**config.mk**
```make
export PLATFORM = sky130hd
export DESIGN_NAME = krabe_mul
export DESIGN_NICKNAME = d
export VERILOG_FILES = /design/src/krabe_pkg.sv /design/src/krabe_mul.sv
export SDC_FILE = /design/constraint.sdc
export NUM_CORES = 2
export LEC_CHECK = 0
export BUFFER_PORTS_ARGS = -buffer_cell sky130_fd_sc_hd__buf_4
export CAP_MARGIN = 0
export CORE_ASPECT_RATIO = 0.75
export CORE_UTILIZATION = 30
export CTS_CLUSTER_DIAMETER = 40
export DETAILED_ROUTE_END_ITERATION = 8
export PLACE_DENSITY = 0.4
export RECOVER_POWER = 100
export REMOVE_ABC_BUFFERS = 1
export SYNTH_ARGS = -nofsm -noshare
export SYNTH_HDL_FRONTEND = slang
export SYNTH_SLANG_ARGS = --single-unit
```
**constraint.sdc**
```tcl
create_clock -name clk -period 26.4 [get_ports clk]
set_input_delay 2.64 -clock clk [delete_from_list [all_inputs] [get_ports clk]]
set_output_delay 2.64 -clock clk [all_outputs]
set_load 0.1 [all_outputs]
```
**src/krabe_pkg.sv**
```systemverilog
// shared types, constants and saturation helpers for the roll angle and bias estimator
package krabe_pkg;

    typedef enum logic [1:0] {
        SH_NONE,
        SH_GAIN,
        SH_DT
    } shift_t;

    typedef enum logic [1:0] {
        MUL_IDLE,
        MUL_RUN,
        MUL_FIN,
        MUL_DONE
    } mul_state_t;

    typedef enum logic [1:0] {
        DIV_IDLE,
        DIV_RUN,
        DIV_FIN
    } div_state_t;

    typedef enum logic [1:0] {
        ST_IDLE,
        ST_ISSUE,
        ST_WAIT,
        ST_OUT
    } top_state_t;

    typedef enum logic [4:0] {
        STEP_DT,
        STEP_SQ_X,
        STEP_SQ_Y,
        STEP_SQ_Z,
        STEP_X0,
        STEP_T11,
        STEP_P00_BA,
        STEP_P00_AB,
        STEP_P00_T11,
        STEP_GAIN0,
        STEP_GAIN1,
        STEP_ANGLE,
        STEP_BIAS,
        STEP_COV_AA,
        STEP_COV_AB,
        STEP_COV_BA,
        STEP_COV_BB
    } step_t;

    typedef struct packed {
        logic               start;
        logic signed [48:0] op_a;
        logic signed [48:0] op_b;
        shift_t             shift;
    } mul_req_t;

    typedef struct packed {
        logic        start;
        logic [77:0] dividend;
        logic        neg;
        logic [47:0] den;
    } div_req_t;

    localparam logic [2:0] CFG_Q_ANGLE     = 3'd0;
    localparam logic [2:0] CFG_Q_BIAS      = 3'd1;
    localparam logic [2:0] CFG_R_TRUSTED   = 3'd2;
    localparam logic [2:0] CFG_R_UNTRUSTED = 3'd3;
    localparam logic [2:0] CFG_NSQ_LOW     = 3'd4;
    localparam logic [2:0] CFG_NSQ_HIGH    = 3'd5;

    localparam logic [46:0] Q_ANGLE_RST     = 47'd70368744;
    localparam logic [46:0] Q_BIAS_RST      = 47'd43980;
    localparam logic [46:0] R_TRUSTED_RST   = 47'd32985348833;
    localparam logic [46:0] R_UNTRUSTED_RST = 47'd879609302221;
    localparam logic [31:0] NSQ_LOW_RST     = 32'd54358179;
    localparam logic [31:0] NSQ_HIGH_RST    = 32'd81201746;

    // round(2^64 / 10^6): microseconds to Q32 seconds after a rounding shift by 32
    localparam logic [47:0] DT_RECIP = 48'd18446744073710;

    localparam logic [62:0] MUL_LIM  = 63'h4000_0000_0000_0000;
    localparam logic [30:0] GAIN_ONE = 31'h4000_0000;
    localparam logic [46:0] GAIN_LIM = 47'h7FFF_FFFF_FFFF;
    localparam logic [5:0]  DIV_LAST = 6'd47;

    localparam logic signed [65:0] S32_HI = 66'sd2147483647;
    localparam logic signed [65:0] S32_LO = -66'sd2147483648;
    localparam logic signed [65:0] S48_HI = 66'sd140737488355327;
    localparam logic signed [65:0] S48_LO = -66'sd140737488355328;

    function automatic logic signed [31:0] sat32(input logic signed [65:0] v);
        if (v > S32_HI)
        begin
            return 32'sh7FFF_FFFF;
        end
        else if (v < S32_LO)
        begin
            return 32'sh8000_0000;
        end
        return v[31:0];
    endfunction

    function automatic logic signed [47:0] sat48(input logic signed [65:0] v);
        if (v > S48_HI)
        begin
            return 48'sh7FFF_FFFF_FFFF;
        end
        else if (v < S48_LO)
        begin
            return 48'sh8000_0000_0000;
        end
        return v[47:0];
    endfunction

endpackage

```
**src/krabe_mul.sv**
```systemverilog
// shared signed multiplier: two 48x24 partial products, rounding shift and clamp
module krabe_mul (
    input  logic                      clk,
    input  logic                      rst_n,
    input  krabe_pkg::mul_req_t       req,
    output logic                      done,
    output logic signed [63:0]        result
);

    krabe_pkg::mul_state_t state_reg, state_next;
    logic [47:0]       a_reg, a_next;
    logic [47:0]       b_reg, b_next;
    logic              neg_reg, neg_next;
    krabe_pkg::shift_t shift_reg, shift_next;
    logic              dsel_reg, dsel_next;
    logic [95:0]       acc_reg, acc_next;
    logic [63:0]       res_reg, res_next;

    logic [48:0] a_abs, b_abs;
    logic [23:0] digit;
    logic [71:0] pp;
    logic [95:0] acc_sum;
    logic [96:0] rc, rnd, shifted;
    logic [62:0] mag;
    logic [63:0] res_c;

    always_comb
    begin
        a_abs   = req.op_a[48] ? 49'(-req.op_a) : req.op_a;
        b_abs   = req.op_b[48] ? 49'(-req.op_b) : req.op_b;
        digit   = dsel_reg ? b_reg[47:24] : b_reg[23:0];
        pp      = a_reg * digit;
        acc_sum = {acc_reg[71:0], 24'b0} + {24'b0, pp};
        case (shift_reg)
            krabe_pkg::SH_GAIN: rc = 97'd1 << 29;
            krabe_pkg::SH_DT:   rc = 97'd1 << 31;
            default:            rc = '0;
        endcase
        rnd = {1'b0, acc_reg} + rc;
        case (shift_reg)
            krabe_pkg::SH_GAIN: shifted = rnd >> 30;
            krabe_pkg::SH_DT:   shifted = rnd >> 32;
            default:            shifted = rnd;
        endcase
        mag   = (shifted > {34'b0, krabe_pkg::MUL_LIM}) ? krabe_pkg::MUL_LIM : shifted[62:0];
        res_c = neg_reg ? 64'(-{1'b0, mag}) : {1'b0, mag};
    end

    always_comb
    begin
        state_next = state_reg;
        a_next     = a_reg;
        b_next     = b_reg;
        neg_next   = neg_reg;
        shift_next = shift_reg;
        dsel_next  = dsel_reg;
        acc_next   = acc_reg;
        res_next   = res_reg;
        done       = 1'b0;
        case (state_reg)
            krabe_pkg::MUL_IDLE:
            begin
                if (req.start)
                begin
                    a_next     = a_abs[47:0];
                    b_next     = b_abs[47:0];
                    neg_next   = req.op_a[48] ^ req.op_b[48];
                    shift_next = req.shift;
                    dsel_next  = 1'b1;
                    acc_next   = '0;
                    state_next = krabe_pkg::MUL_RUN;
                end
            end
            krabe_pkg::MUL_RUN:
            begin
                acc_next  = acc_sum;
                dsel_next = 1'b0;
                if (!dsel_reg)
                begin
                    state_next = krabe_pkg::MUL_FIN;
                end
            end
            krabe_pkg::MUL_FIN:
            begin
                res_next   = res_c;
                state_next = krabe_pkg::MUL_DONE;
            end
            krabe_pkg::MUL_DONE:
            begin
                done       = 1'b1;
                state_next = krabe_pkg::MUL_IDLE;
            end
            default:
            begin
                state_next = krabe_pkg::MUL_IDLE;
            end
        endcase
    end

    assign result = res_reg;

    always_ff @(posedge clk or negedge rst_n)
    begin
        if (!rst_n)
        begin
            state_reg <= krabe_pkg::MUL_IDLE;
        end
        else
        begin
            state_reg <= state_next;
        end
    end

    always_ff @(posedge clk)
    begin
        a_reg     <= a_next;
        b_reg     <= b_next;
        neg_reg   <= neg_next;
        shift_reg <= shift_next;
        dsel_reg  <= dsel_next;
        acc_reg   <= acc_next;
        res_reg   <= res_next;
    end

endmodule

```
---- Word-level counts from Yosys, hierarchy flattened ----
Index checks and enable logic that the tools add are counted.
cells by class
  add/subtract/negate cells ............... 5
  multipliers ............................. 1
  magnitude comparators ................... 1
  equal/unequal tests ..................... 7
  muxes and demuxes ....................... 15
  bitwise logic cells ..................... 1
  reductions and logical operators ........ 5
operator list
  operator                                                         number
  case mux 97 bit (2 select lines)                                 1
  case mux 96 bit (2 select lines)                                 1
  2-to-1 mux 63 bit                                                2
  adder 96 x 97 -> 97 bit                                          1
  greater-than comparator 97 x 63 -> 1 bit, second input constant  1
  adder 96 x 72 -> 96 bit                                          1
  2-to-1 mux 48 bit                                                2
  2-to-1 mux 96 bit                                                1
  negation 48 bit                                                  2
  multiplier 48 x 24 -> 72 bit                                     1
  negation 63 -> 64 bit                                            1
  case mux 32 bit (2 select lines)                                 1
  2-to-1 mux 24 bit                                                1
  case mux 2 bit (4 select lines)                                  1
  equality test 2 bit, second input constant                       3
  AND reduction 2 bit                                              3
  equality test 2 x 1 -> 1 bit, second input constant              2
  2-to-1 mux 2 bit                                                 2
  != test 2 bit, second input constant                             2
  logical NOT 2 bit                                                1
  2-to-1 mux 1 bit                                                 2
  case mux 1 bit (2 select lines)                                  1
  nonzero test 2 bit                                               1
  XOR 1 bit                                                        1
word-level totals
  flip-flop bits (word level) ............. 262
  output and inout port bits .............. 65

---- Logic depth before layout (Yosys ltp) ----
  word-level depth ........................ 8
  mapped depth ............................ 35
  gate-level depth less buffers ........... 30

---- Worst setup path before layout ----
No wires, ideal clock.
  path type ............................... register to register
  start point ............................. reg dsel_reg
  end point ............................... reg acc_reg[93], data pin
  setup time .............................. 0.266 ns
  data arrival time ....................... 8.507 ns
  path slack .............................. 17.627 ns
  cell stages (with the launch flop) ...... 34
  path buffers ............................ 6
  cells stage by stage .................... edfxtp_1 -> clkbuf_1 -> buf_1 -> mux2i_1 -> clkbuf_1 -> clkbuf_1 -> nor2b_1 -> fa_1 -> fa_1 -> fa_1 -> inv_1 -> fa_1 -> inv_1 -> fa_1 -> fa_1 -> inv_1 -> fa_1 -> inv_1 -> ha_1 -> clkbuf_1 -> nand3_1 -> nor3_1 -> nand3_1 -> a211oi_1 -> o31ai_1 -> a2111oi_0 -> o2111ai_1 -> nand2_1 -> a31o_2 -> nand2_1 -> clkbuf_1 -> nor4_1 -> xnor2_1 -> nor2_1
between the ends
  longest elaborated chain between the ends .. 4
ends and longest elaborated chain
  element                           line              source
  from (decl)                       krabe_mul.sv:15   logic dsel_reg, dsel_next;
  from (signal assigned)            krabe_mul.sv:120  dsel_reg <= dsel_next;
  2-to-1 mux 24 bit                 krabe_mul.sv:31   digit = dsel_reg ? b_reg[47:24] : b_reg[23:0];
  multiplier 48 x 24 -> 72 bit      krabe_mul.sv:32   pp = a_reg * digit;
  adder 96 x 72 -> 96 bit           krabe_mul.sv:33   acc_sum = {acc_reg[71:0], 24'b0} + {24'b0, pp};
  case mux 96 bit (2 select lines)  krabe_mul.sv:60   case (state_reg)
  to (signal assigned)              krabe_mul.sv:121  acc_reg <= acc_next;
  to (decl)                         krabe_mul.sv:16   logic [95:0] acc_reg, acc_next;
No other way between the ends.
A chain may end at the register's enable or synchronous reset.

---- Worst setup path in the final report ----
Same ends and word-level chain as after synthesis.

==> flow_summary.toml <==
[cts]
cts_hold_buf = 0
cts_inserted_buffers = 56
cts.sinks = 262
htree_levels = 2
cts-root-buf = "clkbuf_16"
cts_tree = "done"
postCtsSetupBuffers = 0
path_clk_slew_ps = 50
clock_path_buffers = 3
clk_latency_ps = 700
cts-resized-gates = 0

[timing]
setup_viol = 0
maxSlewHeadroom_pct = -157
slew_violations = 572
period_share_pct = 56.1
tightest_slew_ps = 3850
tns_ps = 0
hold_violations = 0
fin_crit_ps = 14800
rsz0062_at_grt = "no"
fmax_mhz = 67.6
fin_skew_ps = 56.4

[logic_synthesis]
async_reset_ff_share_pct = 0.763
synth-simple-area-share_pct = 18.2
synth-compound-area-share_pct = 7.51
synth_ff_type = "edfxtp_1"
ys_seq_area_share_pct = 14.5
synthAdderAreaFrac_pct = 44.6
syn_area_sq_um = 54000
synth-xor-area-share_pct = 3.96
synth.avg_cell_area_sq_um = 9.10
synth_mux_area_share_pct = 0.781
yosysWarnings = 0
synth_edf_count = 260
syn-instance-count = 5935
ys_types = 91
synth_top_family_by_area = "adder cells"
synth-seq-cells = 262

[grt]
grt_pass1_wl_um = 293000
grt_max_degree = 74
antenna_found_initial = 14
overflow = 0
grtUsageTotal_pct = 21.7
grt_pass1_vias = 43500

[final_layout]
fillers = 18700
largest_reg_flops = 96
drive_gt1_share_pct = 5.71
area_growth_pct = 9.78
nNetsFinal = 7302

[routing]
drc = 14
viasPerCell = 4.95
num_vias = 41300
drt-total-wl_um = 195000
drt_first_iter_violations = 3480
wl_per_cell_um = 23.4
antenna_left = 0
first_pass_iters = 7

[worst_setup_path]
timing.critical_path.buf_inv = 6
cp.required_ps = 26730
crit_top_cell = "fa_1"
path_max_fanout = 48
worstSetupPathType = "flip-flop to flip-flop"
endpoint_kind = "flip-flop"
slowest_stage = "clkbuf_1"
max_stage_delay_ps = 2370
cpLargestDelayFamily = "buffers and inverters"
setup.worst_path.start_class = "flip-flop"
cp_data_arrival_time_ps = 15130

[job]
drv_cap = 12

[floorplan]
start_util_pct = 30.3
ios = 168
die_height_um = 369
row_count = 134
dieArea_sq_um = 182000
die_w_um = 492
core_area_sq_um = 178000

[placement]
dpl.hpwl_um = 152000
io_buffers = 167
routabilityCongestion = 0.879

[run_status]
status = "complete, but fails checks"
violations = "design-rule violations, max-capacitance violations, max-slew violations"

[hold_path]
min_path_type = "flip-flop to flip-flop"
-- cell type report --
cell class	instances	area, sq um	area share, %
multi-input cells	4180	40600	68.4
flip-flops and latches	262	7860	13.3
inverters	1154	4330	7.31
well taps	2380	2980	5.02
repair buffers	256	1610	2.72
clock buffers	57	1410	2.37
clock inverters	46	537	0.905
diodes	2	5.00	0.00844
-- final timing paths --
path | startpoint | end | slack (ps) | cells after the start
worst min register to register | state_reg[0] | state_reg[0] | 610 | 2
worst max-delay path | dsel_reg | acc_reg[93] | 11600 | 29
max in group asynchronous | rst_n | state_reg[0] | 24300 | 1
min in group asynchronous | rst_n | state_reg[1] | 1860 | 1
worst min-delay path | state_reg[0] | state_reg[0] | 610 | 2
worst max register to register | dsel_reg | acc_reg[93] | 11600 | 29
-- placed cells by master (no fill, tap or decap), drive strengths merged, types with 34 or more instances in the layout --
cell type  instances
a21o              66
a21oi            113
and2             326
and3              34
buf              171
clkbuf           142
edfxtp           260
fa              1060
ha               229
inv             1168
nand2            913
nand3             72
nand4             67
nor2             197
nor2b            153
nor3              58
nor4              48
o21ai            142
o31ai             52
or3               43
xnor2            178
xor2              66
-- worst reg2reg max path: cells and delay by family (launching register included) --
| family | cells | cell delay (ps) |
|---|---|---|
| multiplexers | 1 | 450 |
| adder cells (fa/ha/maj) | 8 | 4190 |
| XOR/XNOR | 1 | 190 |
| AND/OR/NAND/NOR | 8 | 2300 |
| buffers and inverters | 6 | 4220 |
| flip-flops | 1 | 400 |
| AO/OA/AOI/OAI | 5 | 2750 |
-- stage by stage --
stage	setup slack [ps]	cell area (sq um)	hold WS (ps)	instances	utilization, %
floorplan	16580	52700	538	5596	-
global placement	14730	57700	586	8232	32.3
detailed placement	14770	57700	604	8232	32.3
CTS	14790	59600	613	8335	33.4
global route	11070	59300	677	8335	33.2
finish	11600	59300	611	8337	33.2
-- metal layers --
| metal | track usage [%] | vias up | wire length, um |
|---|---|---|---|
| met2 | 31.9 | 1182 | 80600 |
| met4 | 4.03 | 4 | 3640 |
| met1 | 33.5 | 21500 | 98900 |
| li1 | - | 18400 | - |
| met5 | 0 | - | 31 |
| met3 | 3.23 | 167 | 11600 |
-- cells by family after synthesis --
group | count (synthesis)
buffers and inverters | 1493
adders and majority gates | 1289
AOI/OAI and AO/OA | 598
and+or+nand+nor | 2010
xor gates and xnor gates | 244
DFF | 262
muxes | 39
-- synthesized netlist by cell type (12+ instances only) --
| cell type | number | area [sq um] |
|---|---|---|
| a21oi_1 | 113 | 566 |
| o41ai_1 | 15 | 131 |
| or4_1 | 30 | 225 |
| xnor2_1 | 178 | 1560 |
| edfxtp_1 | 260 | 7810 |
| a211oi_1 | 17 | 128 |
| nor4_1 | 44 | 275 |
| buf_2 | 14 | 70.1 |
| nor2_1 | 196 | 736 |
| ha_1 | 229 | 2870 |
| nor3_1 | 57 | 285 |
| or2_2 | 12 | 75.1 |
| clkbuf_1 | 311 | 1170 |
| o21bai_1 | 12 | 90.1 |
| o21a_1 | 13 | 97.6 |
| and3_1 | 33 | 206 |
| nand2b_1 | 24 | 150 |
| fa_1 | 1060 | 21200 |
| or3_1 | 42 | 263 |
| mux2_2 | 25 | 282 |
| mux2i_1 | 14 | 140 |
| o211ai_1 | 15 | 113 |
| xor2_1 | 66 | 578 |
| nand3_1 | 70 | 350 |
| nor2b_1 | 153 | 957 |
| o21ai_0 | 139 | 696 |
| nand4_1 | 66 | 413 |
| a21o_1 | 66 | 495 |
| nand2_1 | 913 | 3430 |
| a221o_1 | 14 | 140 |
| inv_1 | 1152 | 4320 |
| o31ai_1 | 50 | 375 |
| and2_1 | 326 | 2040 |
| o221ai_1 | 18 | 158 |
| a31oi_1 | 18 | 113 |
| buf_1 | 12 | 45.0 |
Power is left out: the tool's default activity adds up to more than one toggle a clock period on the data nets, which glitch-free logic cannot reach.
