<file path="config.mk">
export PLATFORM = sky130hd
export DESIGN_NAME = krabe_div
export DESIGN_NICKNAME = d
export VERILOG_FILES = /design/src/krabe_pkg.sv /design/src/krabe_div.sv
export SDC_FILE = /design/constraint.sdc
export NUM_CORES = 1
export LEC_CHECK = 0
export BUFFER_PORTS_ARGS = -buffer_cell sky130_fd_sc_hd__buf_2
export CORE_ASPECT_RATIO = 1.25
export CORE_MARGIN = 3
export CORE_UTILIZATION = 38
export CTS_BUF_LIST = sky130_fd_sc_hd__clkbuf_4 sky130_fd_sc_hd__clkbuf_8
export CTS_CLUSTER_DIAMETER = 50
export CTS_CLUSTER_SIZE = 14
export DETAILED_ROUTE_END_ITERATION = 10
export GPL_TIMING_DRIVEN = 0
export SETUP_SLACK_MARGIN = 0.4
export SLEW_MARGIN = 20
export SYNTH_ARGS = -nofsm -noshare
export SYNTH_HDL_FRONTEND = slang
export SYNTH_SLANG_ARGS = --single-unit
</file>
<file path="constraint.sdc">
create_clock -name clk -period 10.8 [get_ports clk]
set_input_delay 1.08 -clock clk [delete_from_list [all_inputs] [get_ports clk]]
set_output_delay 1.08 -clock clk [all_outputs]
set_load 0.02 [all_outputs]
</file>
<file path="src/krabe_pkg.sv">
// shared types, constants and saturation helpers for the roll angle and bias estimator
package krabe_pkg;

    typedef enum logic [1:0] {
        SH_NONE,
        SH_GAIN,
        SH_DT
    } shift_t;

    typedef enum logic [1:0] {
        MUL_IDLE,
        MUL_RUN,
        MUL_FIN,
        MUL_DONE
    } mul_state_t;

    typedef enum logic [1:0] {
        DIV_IDLE,
        DIV_RUN,
        DIV_FIN
    } div_state_t;

    typedef enum logic [1:0] {
        ST_IDLE,
        ST_ISSUE,
        ST_WAIT,
        ST_OUT
    } top_state_t;

    typedef enum logic [4:0] {
        STEP_DT,
        STEP_SQ_X,
        STEP_SQ_Y,
        STEP_SQ_Z,
        STEP_X0,
        STEP_T11,
        STEP_P00_BA,
        STEP_P00_AB,
        STEP_P00_T11,
        STEP_GAIN0,
        STEP_GAIN1,
        STEP_ANGLE,
        STEP_BIAS,
        STEP_COV_AA,
        STEP_COV_AB,
        STEP_COV_BA,
        STEP_COV_BB
    } step_t;

    typedef struct packed {
        logic               start;
        logic signed [48:0] op_a;
        logic signed [48:0] op_b;
        shift_t             shift;
    } mul_req_t;

    typedef struct packed {
        logic        start;
        logic [77:0] dividend;
        logic        neg;
        logic [47:0] den;
    } div_req_t;

    localparam logic [2:0] CFG_Q_ANGLE     = 3'd0;
    localparam logic [2:0] CFG_Q_BIAS      = 3'd1;
    localparam logic [2:0] CFG_R_TRUSTED   = 3'd2;
    localparam logic [2:0] CFG_R_UNTRUSTED = 3'd3;
    localparam logic [2:0] CFG_NSQ_LOW     = 3'd4;
    localparam logic [2:0] CFG_NSQ_HIGH    = 3'd5;

    localparam logic [46:0] Q_ANGLE_RST     = 47'd70368744;
    localparam logic [46:0] Q_BIAS_RST      = 47'd43980;
    localparam logic [46:0] R_TRUSTED_RST   = 47'd32985348833;
    localparam logic [46:0] R_UNTRUSTED_RST = 47'd879609302221;
    localparam logic [31:0] NSQ_LOW_RST     = 32'd54358179;
    localparam logic [31:0] NSQ_HIGH_RST    = 32'd81201746;

    // round(2^64 / 10^6): microseconds to Q32 seconds after a rounding shift by 32
    localparam logic [47:0] DT_RECIP = 48'd18446744073710;

    localparam logic [62:0] MUL_LIM  = 63'h4000_0000_0000_0000;
    localparam logic [30:0] GAIN_ONE = 31'h4000_0000;
    localparam logic [46:0] GAIN_LIM = 47'h7FFF_FFFF_FFFF;
    localparam logic [5:0]  DIV_LAST = 6'd47;

    localparam logic signed [65:0] S32_HI = 66'sd2147483647;
    localparam logic signed [65:0] S32_LO = -66'sd2147483648;
    localparam logic signed [65:0] S48_HI = 66'sd140737488355327;
    localparam logic signed [65:0] S48_LO = -66'sd140737488355328;

    function automatic logic signed [31:0] sat32(input logic signed [65:0] v);
        if (v > S32_HI)
        begin
            return 32'sh7FFF_FFFF;
        end
        else if (v < S32_LO)
        begin
            return 32'sh8000_0000;
        end
        return v[31:0];
    endfunction

    function automatic logic signed [47:0] sat48(input logic signed [65:0] v);
        if (v > S48_HI)
        begin
            return 48'sh7FFF_FFFF_FFFF;
        end
        else if (v < S48_LO)
        begin
            return 48'sh8000_0000_0000;
        end
        return v[47:0];
    endfunction

endpackage

</file>
<file path="src/krabe_div.sv">
// restoring divider, one quotient bit per cycle, 48-bit saturating quotient
module krabe_div (
    input  logic                      clk,
    input  logic                      rst_n,
    input  krabe_pkg::div_req_t       req,
    output logic                      done,
    output logic signed [47:0]        quot
);

    krabe_pkg::div_state_t state_reg, state_next;
    logic [47:0] rem_reg, rem_next;
    logic [47:0] sh_reg, sh_next;
    logic [47:0] q_reg, q_next;
    logic [47:0] den_reg, den_next;
    logic        sat_reg, sat_next;
    logic        neg_reg, neg_next;
    logic [5:0]  cnt_reg, cnt_next;

    logic [48:0] trial, diff;
    logic        ge;
    logic [47:0] mag;

    always_comb
    begin
        trial = {rem_reg, sh_reg[47]};
        diff  = trial - {1'b0, den_reg};
        ge    = trial >= {1'b0, den_reg};
        mag   = (sat_reg || q_reg[47]) ? {1'b0, krabe_pkg::GAIN_LIM} : q_reg;
        quot  = neg_reg ? 48'(-mag) : mag;
    end

    always_comb
    begin
        state_next = state_reg;
        rem_next   = rem_reg;
        sh_next    = sh_reg;
        q_next     = q_reg;
        den_next   = den_reg;
        sat_next   = sat_reg;
        neg_next   = neg_reg;
        cnt_next   = cnt_reg;
        done       = 1'b0;
        case (state_reg)
            krabe_pkg::DIV_IDLE:
            begin
                if (req.start)
                begin
                    rem_next   = {18'b0, req.dividend[77:48]};
                    sat_next   = {18'b0, req.dividend[77:48]} >= req.den;
                    sh_next    = req.dividend[47:0];
                    q_next     = '0;
                    den_next   = req.den;
                    neg_next   = req.neg;
                    cnt_next   = '0;
                    state_next = krabe_pkg::DIV_RUN;
                end
            end
            krabe_pkg::DIV_RUN:
            begin
                rem_next = ge ? diff[47:0] : trial[47:0];
                q_next   = {q_reg[46:0], ge};
                sh_next  = {sh_reg[46:0], 1'b0};
                cnt_next = cnt_reg + 6'd1;
                if (cnt_reg == krabe_pkg::DIV_LAST)
                begin
                    state_next = krabe_pkg::DIV_FIN;
                end
            end
            krabe_pkg::DIV_FIN:
            begin
                done       = 1'b1;
                state_next = krabe_pkg::DIV_IDLE;
            end
            default:
            begin
                state_next = krabe_pkg::DIV_IDLE;
            end
        endcase
    end

    always_ff @(posedge clk or negedge rst_n)
    begin
        if (!rst_n)
        begin
            state_reg <= krabe_pkg::DIV_IDLE;
        end
        else
        begin
            state_reg <= state_next;
        end
    end

    always_ff @(posedge clk)
    begin
        rem_reg <= rem_next;
        sh_reg  <= sh_next;
        q_reg   <= q_next;
        den_reg <= den_next;
        sat_reg <= sat_next;
        neg_reg <= neg_next;
        cnt_reg <= cnt_next;
    end

endmodule

</file>
* After elaboration in Yosys (flattened, before gate mapping)
Index checks and enable logic that the tools add are counted.
** Operators by class
- Mux-type cells :: 15
- $add $sub $neg :: 3
- Reduce and logical (&&, ||, !) cells :: 6
- Equal/unequal tests :: 5
- Magnitude comparators :: 2
** Operator list (count)
- $mux W48 :: 6
- $pmux W48 S2 :: 3
- $ge A49 B48 Y1 :: 1
- $ge A30 B48 Y1 :: 1
- $neg A48 Y48 :: 1
- $sub A48 B48 Y48 :: 1
- $pmux W6 S2 :: 1
- $add A6 B1 Y6 const B :: 1
- $eq A6 B6 Y1 const B :: 1
- $mux W6 :: 1
- $reduce_and A2 Y1 :: 3
- $mux W2 :: 2
- $ne A2 B2 Y1 const B :: 2
- $pmux W2 S2 :: 1
- $eq A2 B1 Y1 const B :: 1
- $eq A2 B2 Y1 const B :: 1
- $logic_not A2 Y1 :: 1
- $reduce_bool A2 Y1 :: 1
- $logic_or A1 B1 Y1 :: 1
- $mux W1 :: 1
** Storage, ports and cells
- Output and inout bits :: 49
- Register bits :: 202

* Depth between registers and ports, before layout
Gate-level depths: netlist (run 1).
- Word-level depth :: 4
- Mapped depth :: 15
- Mapped depth without buffers :: 13

* Least setup slack after synthesis (run 1)
No wires, ideal clock.
- Path kind :: input port to flip-flop
- Start :: input port req[127] (netlist bit)
- End :: register state_reg[0]
- Data required time :: 10.708 ns
- Path buffers :: 0
- Stages on the path :: 3
- Data arrival time :: 8.046 ns
- Slack :: 2.662 ns
- Cells stage by stage :: nor2_1 -> nor2_1 -> o31a_1
** Between the ends
- Cells in the longest elaborated chain, start to end :: 2
** RTL lines
- from (decl) :: RTL line krabe_div.sv:5 : input krabe_pkg::div_req_t req,
- $ne A2 B2 Y1 (no line)
- $reduce_and A2 Y1 (no line)
- to (signal assigned) :: RTL line krabe_div.sv:85 : state_reg <= krabe_pkg::DIV_IDLE;
- to (signal assigned) :: RTL line krabe_div.sv:89 : state_reg <= state_next;
- to (decl) :: RTL line krabe_div.sv:10 : krabe_pkg::div_state_t state_reg, state_next;
No other way between the ends.
A chain may end at the register's enable or synchronous reset.

* Final worst setup path (run 1)
- Start :: register sat_reg
- End :: output port quot[44]
** Between the ends
- Cells in the longest elaborated chain, start to end :: 4
** RTL lines
- from (decl) :: RTL line krabe_div.sv:15 : logic sat_reg, sat_next;
- from (signal assigned) :: RTL line krabe_div.sv:99 : sat_reg <= sat_next;
- $logic_or A1 B1 Y1 (*) :: RTL line krabe_div.sv:28 : mag = (sat_reg || q_reg[47]) ? {1'b0, krabe_pkg::GAIN_LIM} : q_reg;
- $mux W48 (*) :: RTL line krabe_div.sv:28
- $neg A48 Y48 :: RTL line krabe_div.sv:29 : quot = neg_reg ? 48'(-mag) : mag;
- $mux W48 (*) :: RTL line krabe_div.sv:29
- to (decl) :: RTL line krabe_div.sv:7 : output logic signed [47:0] quot
Mark *: on every way between the ends. The rest lies on a longest branch, timed or not.

==> flow_metrics.tcl, run 1 <==
set metrics [dict create \
    synth_edf_count 200 \
    finalWirelength_mm 33.8 \
    skew_ps 19.1 \
    finalCriticalPeriod_ps 5980 \
    synth_top_area_share_pct 46.7 \
    avgSynthCellArea_um2 9.62 \
    h-tree-depth 1 \
    cts_tree "done" \
    die_area_mm2 0.0361 \
    regToRegEndpoint "rem_reg[31]$_SDFFCE_PN0P_" \
    hold_viol_final 0 \
    antenna_found_initial 0 \
    rsz0062_at_grt "no" \
    rrSetupSlack_ps 6390 \
    postRouteAntennaNets 0 \
    first_global_vias 10382 \
    crit_chain "or2_1 -> buf_2 -> clkbuf_1 -> nor2_1 -> ha_1 -> nor3b_1 -> nand3_1 -> or3_1 -> clkbuf_1 -> or2_2 -> nor3_1 -> nor4b_1 -> o21ai_0 -> o311ai_0 -> buf_2" \
    drtPass1Iterations 7 \
    crit_arrival_ps 4900 \
    slew_headroom_pct 34.0 \
    drtIter0Drc 727 \
    fmaxAchievable_ghz 0.167 \
    power_leakage_nw 6.62 \
    yosys_warnings 0 \
    nNetsFinal 1765 \
    rows 74 \
    r2r-start "rem_reg[2]$_DFFE_PP_" \
    ys_top_cells_by_area "edfxtp_1 (47%), ha_1 (7.8%), nand2_1 (7.0%)" \
    hpwl_mm 26.2 \
    gp_congestion 0.909 \
    cts.repair.resized 0 \
    clk_pin_slew_ps 80 \
    cp-start-kind "flop" \
    finalMaxSlewViolations 0 \
    cts_hold_buf 0 \
    cp-end-kind "output pin" \
    path_max_fanout 10 \
    synth_async_sr_flop_share_pct 0.990 \
    core_mm2 0.0331 \
    postCtsSetupBuffers 0 \
    ir_drop_uv 107 \
    ys_ff_latch 202 \
    synth_area_mm2 0.0129 \
    drc 0 \
    die_y_um 212 \
    seq_area_frac_synth_pct 47.1 \
    area_growth_pct 17.3 \
    cts-root-buf "clkbuf_8" \
    place.port_buffers 178 \
    final-setup-viol-count 0 \
    drive_gt1_share_pct 16.6 \
    clock_sinks 202 \
    cp.required_ps 9720 \
    synthFlopType "edfxtp_1" \
    worst_hold_slack_ps 269 \
    synth_cell_types 61 \
    wl_per_cell_um 16.9 \
    grt_pass1_wl_mm 53.6 \
    tightest_slew_ps 981 \
    period_share_pct 55.4 \
    slowest_delay_ps 500 \
    rr_worst_depth 12 \
    yosysMostFrequentCell "nand2_1" \
    fp.dieW_um 171 \
    status "completed" \
    synth_fp_nets 1547 \
    powerDensity_mw_per_mm2 279 \
    vias 10492 \
    worstSetupPathType "reg -> out" \
    cts-buffers-inserted 26 \
    track_usage_pct 18.4 \
    crit_start "sat_reg$_DFFE_PP_" \
    clockBufferDepth 3 \
    start_util_pct 38.9 \
    clkLatencyLatePin_ps 590 \
    viasPerCell 5.26 \
    cap_violations 0 \
    grt_max_degree 27 \
    hold_class "in -> async" \
    overflow 0 \
    synth.largest_area_cell "edfxtp_1" \
    syn_inst 1336 \
    synth_commonest_cells "nand2_1 (239), edfxtp_1 (200), o21ai_0 (95), inv_1 (92), ha_1 (80)" \
    slowest_stage "edfxtp_1" \
    num_io_pins 179 \
    utilization_pct 45.6 \
]
-- per-layer routing --
metal / GRT usage [%] / vias to the layer above / routed length [um]
met1: 23.3 / 4942 / 14400
met3: 2.07 / 48 / 1530
met5: 0 / - / 0
met4: 5.46 / 0 / 836
met2: 32.9 / 264 / 17000
li1: - / 5238 / -
-- cells by family after synthesis --
logic type	count (synthesis)	synth area share [%]
compound gates	279	13.9
xor+xnor	68	4.63
fa+ha+maj	81	7.94
buf+inv	153	4.52
flops	202	47.1
mux	32	2.49
simple gates	521	19.4
-- cells in the final DEF (no fill, tap or decap), drive strengths merged, types with 6 or more instances in the layout --
master,instances
mux2i,32
ha,80
nor3,21
edfxtp,200
nand2,239
o21bai,8
nor2,79
o21ai,95
clkbuf,82
or2,8
xnor2,33
a21oi,64
a21o,22
a31oi,11
clkinv,8
and3,6
nor2b,12
a22o,9
inv,100
xor2,35
o211ai,6
or3,18
and2,51
nand3,18
buf,197
nand2b,15
or4,13
nor4,14
a221o,12
o311ai,17
o21a,8
nand4,19
-- layout make-up --
cell class	count	area, um^2
clock buffer	28	379
antenna	2	5.00
inverter	92	345
tap	418	523
clock inverter	19	211
multi-input combinational	981	6230
buffer	61	235
fill	3264	18000
sequential	202	6060
timing repair buffer	190	1090
-- worst max path at each step --
stage                                           to  slack, ps
after floorplan           state_reg[0]$_DFFE_PN0P_       2660
after global routing                      quot[44]       4620
final                                     quot[44]       4820
after detailed placement                  quot[44]       5530
after CTS                                 quot[44]       4870
after global placement    state_reg[0]$_DFFE_PN0P_       -600
-- critical path: cells and delay by family, from the launching register on --
family / cells / cell delay, ps
buffers and inverters: 4 / 940
and+or+nand+nor: 8 / 2420
AOI/OAI and AO/OA: 2 / 280
adders and majority gates: 1 / 200
DFF: 1 / 500
-- where the power goes --
| group | internal [mW] | total, mW | switching, mW |
|---|---|---|---|
| logic | 0.817 | 2.04 | 1.22 |
| registers | 1.32 | 1.52 | 0.200 |
| clock network | 0.306 | 0.643 | 0.338 |
| total | 2.44 | 4.20 | 1.76 |
-- stage by stage --
stage          instances  total power, mW  instance area (um^2)  TNS [ps]  setup WS [ps]
2_1_floorplan       1336             3.00                 12900         0           2660
3_3_place_gp        1932             3.53                 14300    -69750           -604
3_5_place_dp        1944             3.57                 14500         0           5530
4_1_cts             1991             4.24                 15100         0           4870
5_1_grt             1991             4.55                 15100         0           4620
6_report            1993             4.20                 15100         0           4820
No activity file was read; power rests on OpenSTA's default activity.
==> inputs of run 2 (changes only) <==
- clock period: 10.8 -> 5.25 ns (I/O delays scaled with it)
==> flow_metrics.tcl, run 2 (same netlist as run 1, synthesis figures left out) <==
set metrics [dict create \
    start_util_pct 38.9 \
    postRouteAntennaNets 0 \
    powerDensity_mw_per_mm2 570 \
    cap_violations 0 \
    crit_arrival_ps 4200 \
    fp.dieW_um 171 \
    clkLatencyLatePin_ps 580 \
    skew_ps 21.0 \
    area_growth_pct 18.5 \
    die_area_mm2 0.0361 \
    path_max_fanout 4 \
    vias 10469 \
    die_y_um 212 \
    cp-start-kind "flop" \
    grt_max_degree 27 \
    final-seq-area_mm2 0.00606 \
    viasPerCell 5.23 \
    routed.top_layer "met5" \
    min_path_cells 1 \
    cp-end-kind "output pin" \
    worstSetupPathType "reg -> out" \
    rr_worst_depth 12 \
    finalWirelength_mm 34.1 \
    drive_gt1_share_pct 18.1 \
    finalCriticalPeriod_ps 4730 \
    cts-root-buf "clkbuf_8" \
    multiInputGateArea_mm2 0.00633 \
    final-setup-viol-count 0 \
    wl_met3_mm 1.28 \
    rsz0062_at_grt "yes" \
    place.port_buffers 178 \
    rrSetupSlack_ps 810 \
    crit_start "q_reg[17]$_SDFFCE_PN0P_" \
    tightest_slew_ps 939 \
    clockBufferDepth 3 \
    clock_sinks 202 \
    rows 74 \
    timing.setup.tns_ps 0 \
    power_leakage_nw 6.68 \
    cts_tree "done" \
    dpl_cell_area_mm2 0.0145 \
    final_common_cell "nand2_1" \
    status "completed" \
    worst_hold_slack_ps 125 \
    drtIter0Drc 714 \
    power_mw 8.68 \
    drtPass1Iterations 7 \
    slew_headroom_pct 36.8 \
    h-tree-depth 1 \
    ir_drop_uv 249 \
    hpwl_mm 26.1 \
    overflow 0 \
    finalMaxSlewViolations 0 \
    num-fill-cells 3221 \
    hold_viol_final 0 \
    design_area_mm2 0.0152 \
    gp_congestion 0.906 \
    r2r-start "rem_reg[2]$_DFFE_PP_" \
    min_from "req[43]" \
    antenna_found_initial 2 \
    cts-buffers-inserted 26 \
    num_io_pins 179 \
    final_cell_mix "nand2_1 (239), edfxtp_1 (200), buf_2 (180), o21ai_0 (94), inv_1 (92)" \
    hold_class "in -> reg" \
    grt_pass1_wl_mm 53.7 \
    fmaxAchievable_ghz 0.211 \
    drc 0 \
    endpoint "quot[43]" \
    track_usage_pct 18.5 \
    drt-met1-wl_mm 14.5 \
    clk_pin_slew_ps 90 \
    period_share_pct 90.1 \
    core_mm2 0.0331 \
    regToRegEndpoint "rem_reg[32]$_SDFFCE_PN0P_" \
    nNetsFinal 1773 \
    wl_met2_mm 17.3 \
    cp.required_ps 4720 \
    first_global_vias 10253 \
    wl_per_cell_um 17.0 \
]
## run 2: area by class of cell
type                       instances  area share (%)
clock inverter                    19            1.32
tap                              418            3.43
buffer                            61            1.63
clock buffer                      29            2.50
multi-input combinational        981            41.5
sequential                       202            39.8
inverter                          92            2.27
timing repair buffer             198            7.52
antenna                            2          0.0329
## run 2: worst min-delay path by stage
stage / end / slack [ps]
2_1_floorplan: state_reg[0]$_DFFE_PN0P_ / 230
3_5_place_dp: state_reg[1]$_DFFE_PN0P_ / 310
4_1_cts: neg_reg$_DFFE_PP_ / 70
3_3_place_gp: state_reg[1]$_DFFE_PN0P_ / 310
6_report: den_reg[43]$_DFFE_PP_ / 130
5_1_grt: neg_reg$_DFFE_PP_ / 80
## run 2: power by group
part           switching, mW  internal, mW
Clock                  0.692         0.622
Sequential             0.415          2.72
Combinational           2.53          1.71
Total                   3.64          5.05
## run 2: worst max-delay path: stages (launching register included)
cell and delay (ps):
edfxtp_1 430, or2_1 260, or4_4 440, or4_4 510
nand2b_4 160, or4_4 450, or3_4 360, or2_4 260
or3_4 350, nor3_2 140, a211oi_2 80, buf_4 190
## run 2: what timing repair did
item | in CTS | in global routing
hold buffers | 1 | 0
endpoints found under the setup margin | 16 | 13
setup buffers | 5 | 3
pin swaps | 4 | 2
resized for setup | 9 | 21
endpoints found under the hold margin | 2 | 0
## run 2: metal layers
metal | track usage (%) | vias to the layer above
met5 | 0 | -
met4 | 6.41 | 2
met3 | 2.05 | 56
met2 | 32.8 | 229
met1 | 23.2 | 4936
li1 | - | 5246
## run 2: stage by stage
| step | utilization (%) | setup WS, ps | instances |
|---|---|---|---|
| 6_report | 46.1 | 521 | 2002 |
| 5_1_grt | 46.1 | 391 | 2001 |
| 4_1_cts | 45.8 | 382 | 1997 |
| 3_5_place_dp | 43.7 | 420 | 1943 |
| 3_3_place_gp | 43.2 | -1700 | 1932 |
| 2_1_floorplan | - | 553 | 1336 |
==> inputs of run 3 (changes only) <==
- clock period: 5.25 -> 5.45 ns (I/O delays scaled with it)
==> flow_metrics.tcl, run 3 (same netlist as run 1, synthesis figures left out) <==
set metrics [dict create \
    status "completed" \
    r2r-start "rem_reg[2]$_DFFE_PP_" \
    clkPwrFrac_pct 15.0 \
    cp-start-kind "flop" \
    clkLatencyLatePin_ps 570 \
    finalMaxSlewViolations 0 \
    cp-end-kind "output pin" \
    hold_class "in -> reg" \
    cts_tree "done" \
    rr_worst_depth 12 \
    track_usage_pct 18.5 \
    drtIter0Drc 692 \
    core_mm2 0.0331 \
    p_switching_mw 3.45 \
    wl_per_cell_um 17.0 \
    num_io_pins 179 \
    crit_chain "or2_1 -> or4_4 -> or4_4 -> nand2b_4 -> or4_4 -> or3_4 -> or2_1 -> or3_4 -> nor3_1 -> a211oi_1 -> buf_2" \
    vias 10466 \
    finalCriticalPeriod_ps 4900 \
    clockBufferDepth 3 \
    critical_path.top_delay_family "simple AND/OR/NAND/NOR gates" \
    rows 74 \
    die_y_um 212 \
    hold_viol_final 0 \
    hold_end "den_reg[27]$_DFFE_PP_" \
    h-tree-depth 1 \
    cap_violations 0 \
    diodes 0 \
    worst_slack_ps 549 \
    power_leakage_nw 6.60 \
    clock_sinks 202 \
    preCtsSetupSlack_ps 717 \
    path_max_fanout 4 \
    slowest_delay_ps 510 \
    switching_share_pct 41.5 \
    rsz0062_at_grt "no" \
    powerDensity_mw_per_mm2 551 \
    rrSetupSlack_ps 1170 \
    cts-root-buf "clkbuf_8" \
    antenna_found_initial 0 \
    fp.dieW_um 171 \
    ir_drop_uv 236 \
    skew_ps 20.4 \
    viasPerCell 5.26 \
    internal_power_mw 4.86 \
    min_path_cells 1 \
    start_util_pct 38.9 \
    drc 0 \
    first_global_vias 10444 \
    num-fill-cells 3179 \
    die_area_mm2 0.0361 \
    worstSetupPathType "reg -> out" \
    power_mw 8.31 \
    postRouteAntennaNets 0 \
    tightest_slew_ps 937 \
    critPathBufInv 1 \
    final_cell_mix "nand2_1 (239), edfxtp_1 (200), buf_2 (184), o21ai_0 (95), inv_1 (92)" \
    finalWirelength_mm 33.9 \
    overflow 0 \
    cp_common_cell "or4_4" \
    hpwl_mm 26.0 \
    cp.required_ps 4910 \
    area_growth_pct 17.4 \
    crit_arrival_ps 4360 \
    drive_gt1_share_pct 17.1 \
    final_common_cell "nand2_1" \
    regToRegEndpoint "rem_reg[32]$_SDFFCE_PN0P_" \
    combPwrFrac_pct 48.7 \
    power_frac_seq_pct 36.3 \
    slew_headroom_pct 36.9 \
    gp_congestion 0.884 \
    fmaxAchievable_ghz 0.204 \
    grt_max_degree 28 \
    final-setup-viol-count 0 \
    slowest_stage "or4_4" \
    worst_hold_slack_ps 160 \
    nNetsFinal 1766 \
    place.port_buffers 178 \
    min_from "req[27]" \
    drtPass1Iterations 5 \
    cts-buffers-inserted 24 \
    period_share_pct 89.9 \
    clk_pin_slew_ps 80 \
    grt_pass1_wl_mm 53.8 \
]
==> run 3: changes by cell type in the layout (fill, tap and decap cells not counted), moves of 2 or more <==
cell        delta
buf_12         +2
or3_1          +2
clkinv_4       -5
clkbuf_4       -2
diode_2        -2
nor3_4         -2
buf_16         -2
nor3_1         +3
or3_4          -2
buf_2          +4
buf_4          -7
clkinvlp_4     +3
==> run 3: what timing repair did <==
action	CTS	global route
buffers inserted	1	2
pin swaps	0	1
gates resized for setup	4	7
hold endpoints to repair	2	0
hold buffers	1	0
cloned	0	0
endpoints found under the setup margin	6	11
==> run 3: worst max path at each step <==
stage	start	endpoint	slack, ps	cells past startpoint
after detailed placement	sat_reg$_DFFE_PP_	quot[44]	720	15
after global placement	req[127]	den_reg[11]$_DFFE_PP_	-1580	2
after global routing	q_reg[17]$_SDFFCE_PN0P_	quot[43]	410	11
after floorplan	req[127]	cnt_reg[0]$_SDFFCE_PN0P_	510	2
final	q_reg[17]$_SDFFCE_PN0P_	quot[43]	550	11
after CTS	q_reg[47]$_SDFFCE_PN0P_	quot[37]	440	12
==> run 3: metrics by stage <==
stage,instances,area (um^2),setup TNS (ps),util [%]
finish,1991,15100,0,45.6
global route,1991,15100,0,45.6
CTS,1989,15000,0,45.5
detailed placement,1943,14400,0,43.7
global placement,1932,14300,-295380,43.2
floorplan,1336,12900,0,-
==> run 3: per-layer routing <==
metal	vias up	wire (um)	GRT usage [%]
li1	5225	-	-
met3	52	1430	2.33
met4	0	894	5.88
met1	4947	14600	23.2
met2	242	17000	33.0
met5	-	0	0
==> run 3: cell type report <==
cell class	instances	area, um^2	share of cell area (%)
multi-input combinational	981	6270	41.6
clock buffer	28	373	2.47
inverter	92	345	2.29
tap	418	523	3.47
sequential	202	6060	40.1
timing repair buffer	193	1090	7.22
buffer	61	238	1.58
clock inverter	16	191	1.27
==> run 3: worst register-to-register path, delay by kind of cell, from the launching register on <==
family	cells	cell delay (ps)
DFF	1	410
adders and majority gates	1	390
AOI/OAI and AO/OA	5	1710
buffers and inverters	2	920
muxes	1	260
and+or+nand+nor	3	300
==> run 3: power groups by stage <==
stage	logic [mW]	registers, mW	clock network, mW
3_5_place_dp	4.03	3.03	0
4_1_cts	4.05	3.01	1.30
2_1_floorplan	3.01	2.92	0
5_1_grt	4.56	3.09	1.36
3_3_place_gp	3.92	3.06	0
6_report	4.04	3.01	1.25
